`src/hw/rtl/cnms_pkg.sv`:
```
// ----------------------------------------------------------------------------
// cnms_pkg
// shared types, codes and defaults of the canny non-maximum suppression unit
// ----------------------------------------------------------------------------
`default_nettype none

package cnms_pkg;

    localparam int MAX_WIDTH_DEF       = 2048;
    localparam int GRAD_BITS_DEF       = 16;
    localparam int RATIO_FRAC_BITS_DEF = 12;

    localparam int MAG_BITS  = 16;
    localparam int ROW_BITS  = 12;
    localparam int COL_BITS  = 11;
    localparam int CFG_BITS  = 16;
    localparam int CFGW_BITS = 12;
    localparam int OUT_BITS  = 32;

    localparam logic [1:0] CFG_IMAGE_WIDTH = 2'd0;
    localparam logic [1:0] CFG_LOW_LEVEL   = 2'd1;
    localparam logic [1:0] CFG_HIGH_LEVEL  = 2'd2;

    localparam logic [CFGW_BITS-1:0] RST_IMAGE_WIDTH = 12'd640;
    localparam logic [MAG_BITS-1:0]  RST_LOW_LEVEL   = 16'd6554;
    localparam logic [MAG_BITS-1:0]  RST_HIGH_LEVEL  = 16'd16384;

    typedef enum logic [2:0] {
        ST_IDLE,
        ST_LOAD,
        ST_DIV,
        ST_MUL,
        ST_DRAIN,
        ST_FIN
    } t_state;

    typedef struct packed {
        logic accept;
        logic load;
        logic div_step;
        logic mul_step;
        logic fin;
    } t_cmd;

    typedef struct packed {
        logic produce;
        logic div_done;
        logic mul_done;
        logic out_free;
    } t_sts;

endpackage

`default_nettype wire

```
`src/hw/rtl/cnms_ctrl.sv`:
```
// ----------------------------------------------------------------------------
// cnms_ctrl
// sequencer: accept, line store update, ratio division, product steps, drain, result
// ----------------------------------------------------------------------------
`default_nettype none

module cnms_ctrl
    import cnms_pkg::*;
(
    input  wire logic i_clk,
    input  wire logic i_rst_n,
    input  wire logic i_in_valid,
    input  wire t_sts i_sts,
    output t_cmd      o_cmd,
    output logic      o_in_ready
);

    t_state r_state, n_state;

    always_ff @(posedge i_clk) begin
        if (!i_rst_n) begin
            r_state <= ST_IDLE;
        end else begin
            r_state <= n_state;
        end
    end

    always_comb begin
        n_state = r_state;
        unique case (r_state)
            ST_IDLE:  if (i_in_valid) n_state = ST_LOAD;
            ST_LOAD:  n_state = i_sts.produce ? ST_DIV : ST_IDLE;
            ST_DIV:   if (i_sts.div_done) n_state = ST_MUL;
            ST_MUL:   if (i_sts.mul_done) n_state = ST_DRAIN;
            ST_DRAIN: n_state = ST_FIN;
            ST_FIN:   if (i_sts.out_free) n_state = ST_IDLE;
            default:  n_state = ST_IDLE;
        endcase
    end

    always_comb begin
        o_cmd      = '0;
        o_in_ready = 1'b0;
        unique case (r_state)
            ST_IDLE: begin
                o_in_ready   = 1'b1;
                o_cmd.accept = i_in_valid;
            end
            ST_LOAD:  o_cmd.load     = 1'b1;
            ST_DIV:   o_cmd.div_step = 1'b1;
            ST_MUL:   o_cmd.mul_step = 1'b1;
            ST_DRAIN: o_cmd          = '0;
            ST_FIN:   o_cmd.fin      = i_sts.out_free;
            default:  o_cmd          = '0;
        endcase
    end

endmodule

`default_nettype wire

```
`config.mk`:
```
export PLATFORM = sky130hd
export DESIGN_NAME = cnms_ctrl
export DESIGN_NICKNAME = d
export VERILOG_FILES = /design/src/hw/rtl/cnms_pkg.sv /design/src/hw/rtl/cnms_ctrl.sv
export SDC_FILE = /design/constraint.sdc
export NUM_CORES = 1
export LEC_CHECK = 0
export BUFFER_PORTS_ARGS = -buffer_cell sky130_fd_sc_hd__buf_2
export CAP_MARGIN = 20
export CORE_AREA = 3 3 40 42
export DETAILED_ROUTE_END_ITERATION = 10
export DIE_AREA = 0 0 43 45
export PLACE_DENSITY = 0.4
export SYNTH_ARGS = -nofsm -noshare
export SYNTH_HDL_FRONTEND = slang
export SYNTH_SLANG_ARGS = --single-unit
```
`constraint.sdc`:
```
create_clock -name i_clk -period 1.03 [get_ports i_clk]
set_input_delay 0.0515 -clock i_clk [delete_from_list [all_inputs] [get_ports i_clk]]
set_output_delay 0.0515 -clock i_clk [all_outputs]
set_load 0.05 [all_outputs]
```
# [Word level (Yosys, flattened, before mapping)]
# Cells that the tools add are included.
[op_classes] reduce_logical=2 n_mux=12 n_eq_ne=9
[ops] operator="one-hot mux 3 bit (6 select lines)" n=1
[ops] operator="2-to-1 mux 3 bit" n=4
[ops] operator="!= test 2 bit (second input constant)" n=4
[ops] operator="equality test 3 x 2 -> 1 bit (second input constant)" n=2
[ops] operator="equality test 3 bit (second input constant)" n=2
[ops] operator="2-to-1 mux 1 bit" n=6
[ops] operator="AND reduction 4 bit" n=1
[ops] operator="equality test 3 x 1 -> 1 bit (second input constant)" n=1
[ops] operator="zero test 3 bit" n=1
[ops] operator="2-to-1 mux 2 bit" n=1
[totals] reg_bits=3 in_bits=7 word_cells=24

# [Depth between registers and ports, before layout]
[depth] ltp_word=3 depth_mapped=4 mapped_depth_nobuf=3

# [Worst setup path before layout]
# No wires, ideal clock.
[synth_timing] kind="register to output" from="register r_state[0]" to="output port o_cmd[0] (netlist bit)" arrival_time_ns=1.669 setup_slack_ns=-0.691 required_ns=0.978 stages_incl_launch_ff=4 path_cell_list="dfxtp_1 buf_2 nand2_1 nor3b_1"
[synth_lines] item="start: declaration" line="cnms_ctrl.sv:18" rtl="t_state r_state, n_state;"
[synth_lines] item="start signal: assignment" line="cnms_ctrl.sv:24" rtl="r_state <= n_state;"
[synth_lines] item="end: declaration" line="cnms_ctrl.sv:14" rtl="output t_cmd o_cmd,"

==> out/metrics.yaml <==
status:
  status: "finished, violations left"
  failed_checks: "negative setup slack"
routing:
  wirelength_um: 684
  ant_nets: 0
  via_count: 275
  m1WireLength_um: 268
  vias_per_cell: 4.37
  wire_per_inst_um: 10.9
  drt_iter0_markers: 2
  route.met3.wl_um: 30
  drtPass1Iterations: 2
  wl_met2_um: 385
  drc: 0
  highest_layer: "met3"
synth:
  synth-simple-area-share_pct: 41.7
  synthTopCellsByArea: "dfxtp_1, nor3b_1, nor3_2"
  synth_commonest_cells: "nor3b_1, dfxtp_1, a21boi_1, nor3_2"
  syn_nets: 33
  avgSynthCellArea_um2: 8.66
  synth_top_area_share_pct: 26.7
  synth_top_area_cell: "dfxtp_1"
  ys.flop_type: "dfxtp_1"
  synth_fa_ha_area_share_pct: 0
  synth-xor-area-share_pct: 0
  synthMuxAreaShare_pct: 0
  ys_ff_latch: 3
  synth_enable_flop_cells: 0
  ys_seq_area_share_pct: 26.7
  synth_compound_area_share_pct: 19.4
  synth_top_family_by_area: "simple AND/OR/NAND/NOR gates"
  ys_types: 18
  synth_most_common_cell: "nor3b_1"
  synth_area_um2: 225
  async_flop_share_pct: 0
  yosys_warnings: 0
  synthCells: 26
critical_path:
  slowest_stage: "dfxtp_4"
  crit_chain: "nor3_4 -> and2_4 -> buf_8"
  timing.reg2reg.setup_slack_ns: -0.06
  max_stage_delay_ns: 0.37
  critPathRequiredTime_ns: 0.98
  timing.rr.start: "r_state[2]$_SDFFE_PN0P_"
  cp_max_fo: 7
  cp-start-kind: "flip-flop"
  path_buf_inv: 1
  r2r_cells: 4
  cp.arrival_ns: 1.08
  cp_top_family: "flip-flops"
  end_kind: "output pin"
  crit_type: "flip-flop to output pin"
  r2r-end: "r_state[0]$_SDFFE_PN0P_"
timing:
  finalCritPeriodShare_pct: 110
  max_clock_freq_mhz: 881
  setup_ws_ns: -0.104
  hold_ws_ns: 0.0598
  clock_skew_ns: 0.00693
  hold_viol: 0
  tightest_slew_ns: 0.188
  setup_viol: 8
  layout_min_cycle_time_ns: 1.13
  rsz0062_at_grt: "true"
  relSlewSlack_pct: 87.4
  slew_violations: 0
floorplan:
  die_w_um: 43
  die_area_mm2: 0.00194
  io_pins: 13
  die_y_um: 45
  initial_core_util_pct: 17.5
  placementRows: 13
  core_area_mm2: 0.00128
clock_network:
  cts_tree: "yes"
  cts_buffers: 3
  cts_max_level: 1
  root_buffer: "clkbuf_4"
  hold_buffers: 0
  cts.sinks: 3
  cts_max_path_buffers: 2
  cts.clk_slew.worst_paths_ns: 0.04
  insertion_delay_ns: 0.23
layout:
  num_antenna_cells: 0
  layout-drive-gt1-share_pct: 72.9
  largest_register_ffs: 3
  areaGrowthSynthToFinish_pct: 114
  biggestRegsByFlops: "r_state x3"
  regMostFlops: "r_state"
  final_nets: 56
flow_run:
  drv_cap: 0
min_path:
  holdCritStartpoint: "i_rst_n"
  hold_path_class: "input pin to flip-flop"
  hold_end: "r_state[2]$_SDFFE_PN0P_"
  whs_path_depth: 2
global_routing:
  grt_pass1_wl_um: 1120
  antenna_found_initial: 0
  grt_remaining_overflow: 0
  grt_use_total_pct: 7.99
  grt_max_degree: 9
  grt_pass1_vias: 287
power_and_ir_drop:
  powerDensity_mw_per_mm2: 1140
  p_clk_share_pct: 37.5
  power_frac_seq_pct: 24.9
  finalPower_w: 0.000549
  p_int_w: 0.000371
  p_leak_nw: 0.208
  irDropWorstVdd_v: 0.000670
  sw_frac_of_total_pct: 32.5
  comb_power_share_pct: 37.6
  power.switching_w: 0.000179
placed_design:
  place.gp.congestion: 0.709
  io_buffers: 12
  place_ws_ns: -0.117
final cells by class:
cell class	count	area, µm²
clock buffers	4	26.3
fillers	145	803
inverters	1	3.75
multi-input cells	19	178
flip-flops and latches	3	71.3
well taps	15	18.8
repair buffers	21	184
cells in the final DEF, fill, tap and decap left out:
| master | instances |
|---|---|
| a31oi_1 | 1 |
| nor3b_4 | 1 |
| and2_4 | 1 |
| a32oi_1 | 1 |
| buf_4 | 6 |
| dfxtp_4 | 3 |
| buf_2 | 6 |
| buf_8 | 2 |
| nor3b_2 | 1 |
| nor2b_1 | 1 |
| nor3_4 | 2 |
| clkbuf_4 | 3 |
| a21boi_1 | 2 |
| and3b_2 | 1 |
| nor3b_1 | 3 |
| nand2b_1 | 1 |
| o21ai_1 | 1 |
| inv_1 | 1 |
| nor3_2 | 1 |
| a211o_1 | 1 |
| clkbuf_1 | 1 |
| nand2_2 | 1 |
| buf_6 | 7 |
power by group through the flow:
stage	clock network, W	registers, W	logic (W)
2_1_floorplan	0	0.000126	0.000119
3_3_place_gp	0	0.000142	0.000144
3_5_place_dp	0	0.000141	0.000144
4_1_cts	0.000217	0.000136	0.000199
5_1_grt	0.000235	0.000138	0.000218
6_report	0.000206	0.000137	0.000207
worst max-delay path by stage:
stage / start / cells past startpoint / slack [ns] / endpoint
2_1_floorplan: r_state[2]$_SDFFE_PN0P_ / 3 / -0.27 / o_cmd[4]
3_3_place_gp: r_state[1]$_SDFFE_PN0P_ / 3 / -0.11 / o_cmd[2]
3_5_place_dp: r_state[1]$_SDFFE_PN0P_ / 3 / -0.12 / o_cmd[2]
4_1_cts: r_state[2]$_SDFFE_PN0P_ / 3 / -0.11 / o_cmd[2]
5_1_grt: r_state[1]$_SDFFE_PN0P_ / 3 / -0.16 / o_cmd[4]
6_report: r_state[1]$_SDFFE_PN0P_ / 3 / -0.10 / o_cmd[4]
metal layers:
metal  track usage [%]  vias to the layer above
li1                  -                      138
met1              7.23                      131
met2              14.1                        6
met3              5.18                        0
met4              3.61                        0
met5                 0                        -
per-stage QoR:
| stage | cell area, µm² | instances | TNS, ns | utilization, % |
|---|---|---|---|---|
| 2_1_floorplan | 250 | 26 | -0.924 | - |
| 3_3_place_gp | 335 | 54 | -0.441 | 26.1 |
| 3_5_place_dp | 335 | 54 | -0.459 | 26.1 |
| 4_1_cts | 468 | 62 | -0.646 | 36.4 |
| 5_1_grt | 482 | 63 | -0.965 | 37.5 |
| 6_report | 482 | 63 | -0.557 | 37.5 |
repair_timing:
item                                    4_1_cts  5_1_grt
pin swaps                                     7        3
endpoints found under the setup margin        9        7
setup buffers                                 4        1
gates resized for setup                      25        1
cells by family (layout without fill, tap and decap cells):
kind of cell,count (synthesis),in the layout
buffers and inverters,4,26
DFF,3,3
AOI/OAI and AO/OA,6,6
and+or+nand+nor,13,13
(Power assumes the default switching activity.)
